**src/rtl/bc128dec_pkg.sv**
```systemverilog
`default_nettype none

package bc128dec_pkg;

  // Commands from the sequencer to the round datapath.
  typedef struct packed {
    logic blk_load;    // capture a ciphertext word into the state register
    logic key_wr;      // write a round key into the key store
    logic add_only;    // initial key addition
    logic full_round;  // inverse substitution, row shift, column mix, key addition
    logic last_round;  // final round into the output register
  } cmd_t;

  localparam logic MODE_LOAD    = 1'b0;
  localparam logic MODE_DECRYPT = 1'b1;

  localparam int SLOT_W = 4;
  localparam int HALF_W = 64;
  localparam int BLK_W  = 128;

  localparam logic [7:0] XTIME_POLY = 8'h1b;

  localparam logic [7:0] INV_SBOX [256] = '{
    8'h52,8'h09,8'h6a,8'hd5,8'h30,8'h36,8'ha5,8'h38,8'hbf,8'h40,8'ha3,8'h9e,8'h81,8'hf3,8'hd7,8'hfb,
    8'h7c,8'he3,8'h39,8'h82,8'h9b,8'h2f,8'hff,8'h87,8'h34,8'h8e,8'h43,8'h44,8'hc4,8'hde,8'he9,8'hcb,
    8'h54,8'h7b,8'h94,8'h32,8'ha6,8'hc2,8'h23,8'h3d,8'hee,8'h4c,8'h95,8'h0b,8'h42,8'hfa,8'hc3,8'h4e,
    8'h08,8'h2e,8'ha1,8'h66,8'h28,8'hd9,8'h24,8'hb2,8'h76,8'h5b,8'ha2,8'h49,8'h6d,8'h8b,8'hd1,8'h25,
    8'h72,8'hf8,8'hf6,8'h64,8'h86,8'h68,8'h98,8'h16,8'hd4,8'ha4,8'h5c,8'hcc,8'h5d,8'h65,8'hb6,8'h92,
    8'h6c,8'h70,8'h48,8'h50,8'hfd,8'hed,8'hb9,8'hda,8'h5e,8'h15,8'h46,8'h57,8'ha7,8'h8d,8'h9d,8'h84,
    8'h90,8'hd8,8'hab,8'h00,8'h8c,8'hbc,8'hd3,8'h0a,8'hf7,8'he4,8'h58,8'h05,8'hb8,8'hb3,8'h45,8'h06,
    8'hd0,8'h2c,8'h1e,8'h8f,8'hca,8'h3f,8'h0f,8'h02,8'hc1,8'haf,8'hbd,8'h03,8'h01,8'h13,8'h8a,8'h6b,
    8'h3a,8'h91,8'h11,8'h41,8'h4f,8'h67,8'hdc,8'hea,8'h97,8'hf2,8'hcf,8'hce,8'hf0,8'hb4,8'he6,8'h73,
    8'h96,8'hac,8'h74,8'h22,8'he7,8'had,8'h35,8'h85,8'he2,8'hf9,8'h37,8'he8,8'h1c,8'h75,8'hdf,8'h6e,
    8'h47,8'hf1,8'h1a,8'h71,8'h1d,8'h29,8'hc5,8'h89,8'h6f,8'hb7,8'h62,8'h0e,8'haa,8'h18,8'hbe,8'h1b,
    8'hfc,8'h56,8'h3e,8'h4b,8'hc6,8'hd2,8'h79,8'h20,8'h9a,8'hdb,8'hc0,8'hfe,8'h78,8'hcd,8'h5a,8'hf4,
    8'h1f,8'hdd,8'ha8,8'h33,8'h88,8'h07,8'hc7,8'h31,8'hb1,8'h12,8'h10,8'h59,8'h27,8'h80,8'hec,8'h5f,
    8'h60,8'h51,8'h7f,8'ha9,8'h19,8'hb5,8'h4a,8'h0d,8'h2d,8'he5,8'h7a,8'h9f,8'h93,8'hc9,8'h9c,8'hef,
    8'ha0,8'he0,8'h3b,8'h4d,8'hae,8'h2a,8'hf5,8'hb0,8'hc8,8'heb,8'hbb,8'h3c,8'h83,8'h53,8'h99,8'h61,
    8'h17,8'h2b,8'h04,8'h7e,8'hba,8'h77,8'hd6,8'h26,8'he1,8'h69,8'h14,8'h63,8'h55,8'h21,8'h0c,8'h7d
  };

endpackage

`default_nettype wire

```
**src/rtl/bc128dec_ctrl.sv**
```systemverilog
`default_nettype none

module bc128dec_ctrl #(
  parameter int ROUND_COUNT = 10,
  parameter int CNT_W       = 4
) (
  input  wire logic                              clk,
  input  wire logic                              rst_n,
  input  wire logic                              in_valid,
  output logic                                   in_ready,
  input  wire logic                              in_mode,
  input  wire logic [bc128dec_pkg::SLOT_W-1:0]   in_key_slot,
  output logic                                   out_valid,
  input  wire logic                              out_ready,
  output bc128dec_pkg::cmd_t                     cmd,
  output logic      [CNT_W-1:0]                  rd_addr
);
  import bc128dec_pkg::*;

  localparam logic ST_IDLE = 1'b0;
  localparam logic ST_RUN  = 1'b1;

  localparam logic [CNT_W-1:0]  LAST_RND = CNT_W'(ROUND_COUNT);
  localparam logic [SLOT_W-1:0] TOP_SLOT = SLOT_W'(ROUND_COUNT);

  logic             state_r;
  logic             state_nxt;
  logic [CNT_W-1:0] round_r;
  logic [CNT_W-1:0] round_nxt;
  logic             out_valid_r;
  logic             out_valid_nxt;
  logic             in_fire;
  logic             dec_fire;
  logic             at_last;
  logic             fin_ok;

  assign at_last  = (state_r == ST_RUN) && (round_r == LAST_RND);
  // The final round may only complete when the output register is free
  // or being emptied in this cycle.
  assign fin_ok   = at_last && (!out_valid_r || out_ready);
  assign in_ready = (state_r == ST_IDLE) || fin_ok;
  assign in_fire  = in_valid && in_ready;
  assign dec_fire = in_fire && (in_mode == MODE_DECRYPT);

  always_comb begin
    cmd            = '0;
    cmd.blk_load   = dec_fire;
    cmd.key_wr     = in_fire && (in_mode == MODE_LOAD) && (in_key_slot <= TOP_SLOT);
    cmd.add_only   = (state_r == ST_RUN) && (round_r == '0);
    cmd.full_round = (state_r == ST_RUN) && (round_r != '0) && !at_last;
    cmd.last_round = fin_ok;
  end

  // Key for the next edge: the following round while running, slot zero
  // when idle or finishing, and the last slot again while stalled.
  always_comb begin
    rd_addr = '0;
    if (state_r == ST_RUN) begin
      if (!at_last) begin
        rd_addr = round_r + 1'b1;
      end else if (!fin_ok) begin
        rd_addr = LAST_RND;
      end
    end
  end

  always_comb begin
    state_nxt     = state_r;
    round_nxt     = round_r;
    out_valid_nxt = out_valid_r;
    if (out_ready) begin
      out_valid_nxt = 1'b0;
    end
    case (state_r)
      ST_IDLE: begin
        if (dec_fire) begin
          state_nxt = ST_RUN;
          round_nxt = '0;
        end
      end
      ST_RUN: begin
        if (!at_last) begin
          round_nxt = round_r + 1'b1;
        end else if (fin_ok) begin
          out_valid_nxt = 1'b1;
          round_nxt     = '0;
          state_nxt     = dec_fire ? ST_RUN : ST_IDLE;
        end
      end
      default: begin
        state_nxt = ST_IDLE;
        round_nxt = '0;
      end
    endcase
  end

  always_ff @(posedge clk) begin
    if (!rst_n) begin
      state_r     <= ST_IDLE;
      round_r     <= '0;
      out_valid_r <= 1'b0;
    end else begin
      state_r     <= state_nxt;
      round_r     <= round_nxt;
      out_valid_r <= out_valid_nxt;
    end
  end

  assign out_valid = out_valid_r;

`ifndef SYNTH
  a_fin_sets_valid: assert property (@(posedge clk) disable iff (!rst_n)
    fin_ok |=> out_valid_r)
    else $error("finished block did not reach the output register");

  a_accept_when_free: assert property (@(posedge clk) disable iff (!rst_n)
    in_fire |-> (state_r == ST_IDLE) || at_last)
    else $error("word accepted in the middle of a decryption");

  a_round_range: assert property (@(posedge clk) disable iff (!rst_n)
    (state_r == ST_RUN) |-> (round_r <= LAST_RND))
    else $error("round counter beyond the last round");

  a_dec_starts: assert property (@(posedge clk) disable iff (!rst_n)
    dec_fire |=> (state_r == ST_RUN) && (round_r == '0))
    else $error("decryption did not start at the key addition");

  a_stall_holds: assert property (@(posedge clk) disable iff (!rst_n)
    at_last && !fin_ok |=> at_last && out_valid_r)
    else $error("final round left while the output was stalled");
`endif

endmodule

`default_nettype wire

```
**config.mk**
```make
export PLATFORM = sky130hd
export DESIGN_NAME = bc128dec_ctrl
export DESIGN_NICKNAME = d
export VERILOG_FILES = /design/src/rtl/bc128dec_pkg.sv /design/src/rtl/bc128dec_ctrl.sv
export SDC_FILE = /design/constraint.sdc
export NUM_CORES = 1
export LEC_CHECK = 0
export ABC_AREA = 1
export BUFFER_PORTS_ARGS = -buffer_cell sky130_fd_sc_hd__buf_2
export CAP_MARGIN = 20
export CELL_PAD_IN_SITES_DETAIL_PLACEMENT = 0
export CELL_PAD_IN_SITES_GLOBAL_PLACEMENT = 2
export CORE_AREA = 2 2 49 51
export DETAILED_ROUTE_END_ITERATION = 6
export DIE_AREA = 0 0 51 53
export HOLD_SLACK_MARGIN = 0.15
export PLACE_DENSITY = 0.76
export SLEW_MARGIN = 20
export SYNTH_ARGS = -nofsm -noshare
export SYNTH_HDL_FRONTEND = slang
export SYNTH_SLANG_ARGS = --single-unit
```
**constraint.sdc**
```tcl
create_clock -name clk -period 2.4 [get_ports clk]
set_clock_uncertainty 0.15 [all_clocks]
set_input_delay 0 -clock clk [delete_from_list [all_inputs] [get_ports clk]]
set_output_delay 0 -clock clk [all_outputs]
set_load 0.01 [all_outputs]
```
Word level (Yosys, flattened, before mapping):

Cells that the tools add are included.

* bits in registers: 6
* output and inout bits: 11

* multiplexer cells: 15
* reductions and logical operators: 16
* $lt $le $gt $ge: 1
* bitwise logic cells: 2
* add/subtract/negate cells: 1
* equality and inequality tests: 3

Operator list (number)
* 2-to-1 mux 4 bit: 6
* logical AND 1 bit: 9
* case mux 4 bit (2 select lines): 1
* 2-to-1 mux 1 bit: 7
* adder 4 x 1 -> 4 bit (second input constant): 1
* == test 4 bit (second input constant): 1
* less-or-equal comparator 4 bit (second input constant): 1
* zero test 4 bit: 1
* nonzero test 4 bit: 1
* inequality test 3 x 2 -> 1 bit (second input constant): 1
* zero test 1 bit: 2
* logical OR 1 bit: 2
* inequality test 2 bit (second input constant): 1
* NOT 1 bit: 2
* case mux 1 bit (2 select lines): 1
* AND reduction 2 bit: 1

Logic depth before layout (Yosys ltp):

* word-level depth: 10
* mapped depth: 9

Least setup slack after synthesis:

No wires, ideal clock.

* path type: reg2reg
* from: register round_r[0]
* to: register state_r
* buffers on the path: 0
* required time: 2141 ps
* library setup time: 109 ps
* arrival: 1118 ps
* cell stages (with the launch flop): 10
* setup slack: 1023 ps
* cell sequence: dfxtp_1 -> inv_1 -> ha_1 -> nand2_1 -> inv_2 -> nand3_2 -> nand2_2 -> o21ai_0 -> nand2_1 -> inv_1

* longest elaborated chain between the ends: 10

RTL lines
* start: declaration: line bc128dec_ctrl.sv:28 `logic [CNT_W-1:0] round_r;`
* start signal: assignment: line bc128dec_ctrl.sv:104 `round_r <= round_nxt;`
* == test 4 bit *: line bc128dec_ctrl.sv:37 `assign at_last = (state_r == ST_RUN) && (round_r == LAST_RND);`
* logical AND 1 bit *: line bc128dec_ctrl.sv:37
* logical AND 1 bit *: line bc128dec_ctrl.sv:40 `assign fin_ok = at_last && (!out_valid_r || out_ready);`
* logical OR 1 bit *: line bc128dec_ctrl.sv:41 `assign in_ready = (state_r == ST_IDLE) || fin_ok;`
* net in_ready: line bc128dec_ctrl.sv:10 `output logic in_ready,`
* logical AND 1 bit *: line bc128dec_ctrl.sv:42 `assign in_fire = in_valid && in_ready;`
* logical AND 1 bit *: line bc128dec_ctrl.sv:43 `assign dec_fire = in_fire && (in_mode == MODE_DECRYPT);`
* 2-to-1 mux 1 bit *: line bc128dec_ctrl.sv:76, bc128dec_ctrl.sv:87
* 2-to-1 mux 1 bit: line bc128dec_ctrl.sv:84 `end else if (fin_ok) begin`
* 2-to-1 mux 1 bit: line bc128dec_ctrl.sv:82 `if (!at_last) begin`
* case mux 1 bit (2 select lines) *: line bc128dec_ctrl.sv:74 `case (state_r)`
* end signal: assignment: line bc128dec_ctrl.sv:103 `state_r <= state_nxt;`
* end: declaration: line bc128dec_ctrl.sv:26 `logic state_r;`

The timed path passes the listed nets; every way through them passes the cells marked *.
A chain may end at the register's enable or synchronous reset.

Worst setup path after layout:

* from: register round_r[0]
* to: register round_r[2]

* longest elaborated chain between the ends: 8
* elaborated cells between the ends (all ways): 12
* those cells by class: 1 x add/sub; 3 x eq/ne; 2 x mux; 6 x reduce/logical

RTL lines (line)
* == test 4 bit: bc128dec_ctrl.sv:37
* logical AND 1 bit: bc128dec_ctrl.sv:37
* logical AND 1 bit: bc128dec_ctrl.sv:40
* logical OR 1 bit: bc128dec_ctrl.sv:41
* logical AND 1 bit: bc128dec_ctrl.sv:42
* logical AND 1 bit: bc128dec_ctrl.sv:43
* inequality test 2 bit (no source line)
* AND reduction 2 bit (no source line)

Parallel ways exist; a longest one is shown, timed or not.

==> impl_metrics.toml <==
[setup_path]
worst_setup_path_end_kind = "flop"
critPathKind = "reg2reg"
arrival_ps = 2000
crit_required_ps = 2400
r2r_slack_ps = 400
critPathMaxFanout = 6
startpoint_type = "flop"

[die]
core-area_mm2 = 0.00215
fp.dieH_um = 53
io_pins = 20
dieWidth_um = 51
rows = 17
die_area_mm2 = 0.00270
initial_core_util = 0.229

[synth]
seq_area_frac_synth = 0.244
yosys_register_bits = 6
netlist_area_um2 = 492
synth.most_common_cell = "nor2_1"
synth.avg_cell_area_um2 = 6.30
ys_types = 18
synth-edff-count = 0
synth_area_leaders = "dfxtp_1, nor2_1, nand2_1"
syn_nets = 90
synth_ff_type = "dfxtp_1"
synth_area_leader_cell = "dfxtp_1"
yosys-top-cells-count = "nor2_1, nand2_1, inv_1, dfxtp_1, nand3_1"
synthArstFlopShare = 0
netlist.area_leader.share = 0.244
synthCells = 78
ys_warn_count = 0

[pwr]
p_per_area_mw_per_mm2 = 452
leakage_nw = 0.363
vdd_drop_max_mv = 0.131

[cts]
cts_buffer_depth = 2
ctsHtreeMaxLevel = 1
cts_resized = 0
clock-sinks = 6
cts_buffers = 3
cts-root-buf = "clkbuf_4"
tritoncts = "done"
clk-insertion-delay-late_ps = 250
cts.clk_slew.worst_paths_ps = 50

[global_routing]
grt_remaining_overflow = 0
grt_antenna_before_repair = 0
grt_usage = 0.106
grt_pass1_wl_mm = 2.06
grt_start_max_net_pins = 7
globalRouteMet2Util = 0.184
met1_usage = 0.0966
top_usage_layer = "met2"
grt_pass1_vias = 537
met3_usage = 0.0226

[placed_design]
post-dp-hpwl_um = 963
placed_cell_area_um2 = 592
gp_congestion = 0.824
port_buffers = 19

[finish]
layout-drive-gt1-share = 0.314
final_cell_area_um2 = 674
fillCellCount = 240
area_growth_pct = 37.2
antennaDiodeCount = 0
fin_nets = 116

[sta]
slew_headroom = 0.845
clock.fmax_mhz = 500
fin_crit_sh = 0.833
rsz0062_at_grt = "false"
finalHoldViolCount = 0
setup_viol = 0
maxSlewViolCount = 0
finalSetupTns_ps = 0
period_needed_ps = 2000
tightest_slew_ps = 233

[worst_hold_path]
hold_path_class = "in2reg"

[routing]
wl_mm = 1.19
route.antenna.remaining_nets = 0
wl_per_cell_um = 9.17
via_per_inst = 4.26
drc = 0
vias = 554
drt_iter0_drc = 12
dr.pass1.iters = 4

[run_status]
status = "complete, no violations"

[job]
max_cap_viol_count = 0
==> metrics by stage <==
step,cells,util,worst slack [ps],power (W),hold WS [ps]
2_1_floorplan,78,-,1020,0.000172,-52.4
3_3_place_gp,121,0.275,909,0.000198,143
3_5_place_dp,121,0.275,913,0.000197,138
4_1_cts,130,0.314,404,0.000306,166
5_1_grt,130,0.314,209,0.000324,251
6_report,130,0.314,401,0.000305,170
==> cell usage in the layout (no fill, tap or decap) <==
master         synthesis  routed
ha_1                   3       3
nand2_2                3       3
inv_1                 12      12
nand4_1                1       1
nor2_1                15      15
a21oi_1                3       3
xnor2_1                1       1
nand3_2                3       3
inv_2                  2       2
o21ai_0                2       2
dlygate4sd3_1          0       6
buf_2                  0      19
clkbuf_4               0       3
dfxtp_1                6       6
a31oi_1                1       1
nand2_1               14      14
nor2_2                 1       1
a21boi_0               1       1
o21ai_2                1       1
nand3_1                5       5
==> registers in the layout, indices dropped and copies added (netlist names) <==
signal and flops:
state_r 1, out_valid 1, round_r 4
==> path summary, 6_finish.rpt <==
path                                 start         end  cells after the start
worst min register to register   out_valid   out_valid                      2
worst max-delay path            round_r[0]  round_r[2]                      9
worst max register to register  round_r[0]  round_r[2]                      9
worst min-delay path               in_mode  round_r[2]                      7
==> what timing repair did <==
action,in CTS,in global routing
hold buffers,6,0
setup buffers,0,0
hold endpoints to repair,6,0
setup endpoints to repair,0,0
==> worst max-delay path, stage by stage (launching register included) <==
cell and delay [ps]:
dfxtp_1 380, inv_1 100, ha_1 230, nand2_1 80
inv_2 60, nand3_2 90, nand2_2 90, dlygate4sd3_1 570
nor2_1 90, nor2_1 50
==> where the power goes <==
part	internal, W	total [W]	switching [W]
Clock	0.0000570	0.000100	0.0000432
Sequential	0.000107	0.000116	0.00000939
Combinational	0.0000400	0.0000883	0.0000483
Total	0.000204	0.000305	0.000101
==> cells by family (layout without fill, tap and decap cells) <==
logic type / Yosys count / after routing / share of synthesized area
and+or+nand+nor: 42 / 42 / 0.397
buffers and inverters: 18 / 42 / 0.168
AOI/OAI and AO/OA: 8 / 8 / 0.0967
DFF: 6 / 6 / 0.244
adders and majority gates: 3 / 3 / 0.0763
xor gates and xnor gates: 1 / 1 / 0.0178
==> layer usage <==
metal	vias up	routed length [µm]
met1	245	490
met5	-	0
met3	8	43
li1	288	-
met4	0	70
met2	13	588
==> cell type report <==
type | instances | area, µm² | area share
Sequential cell | 6 | 120 | 0.178
Multi-Input combinational cell | 54 | 289 | 0.429
Tap cell | 28 | 35.0 | 0.0519
Timing Repair Buffer | 25 | 155 | 0.230
Clock buffer | 3 | 22.5 | 0.0334
Inverter | 14 | 52.6 | 0.0779
Power figures use the tool's default switching activity.
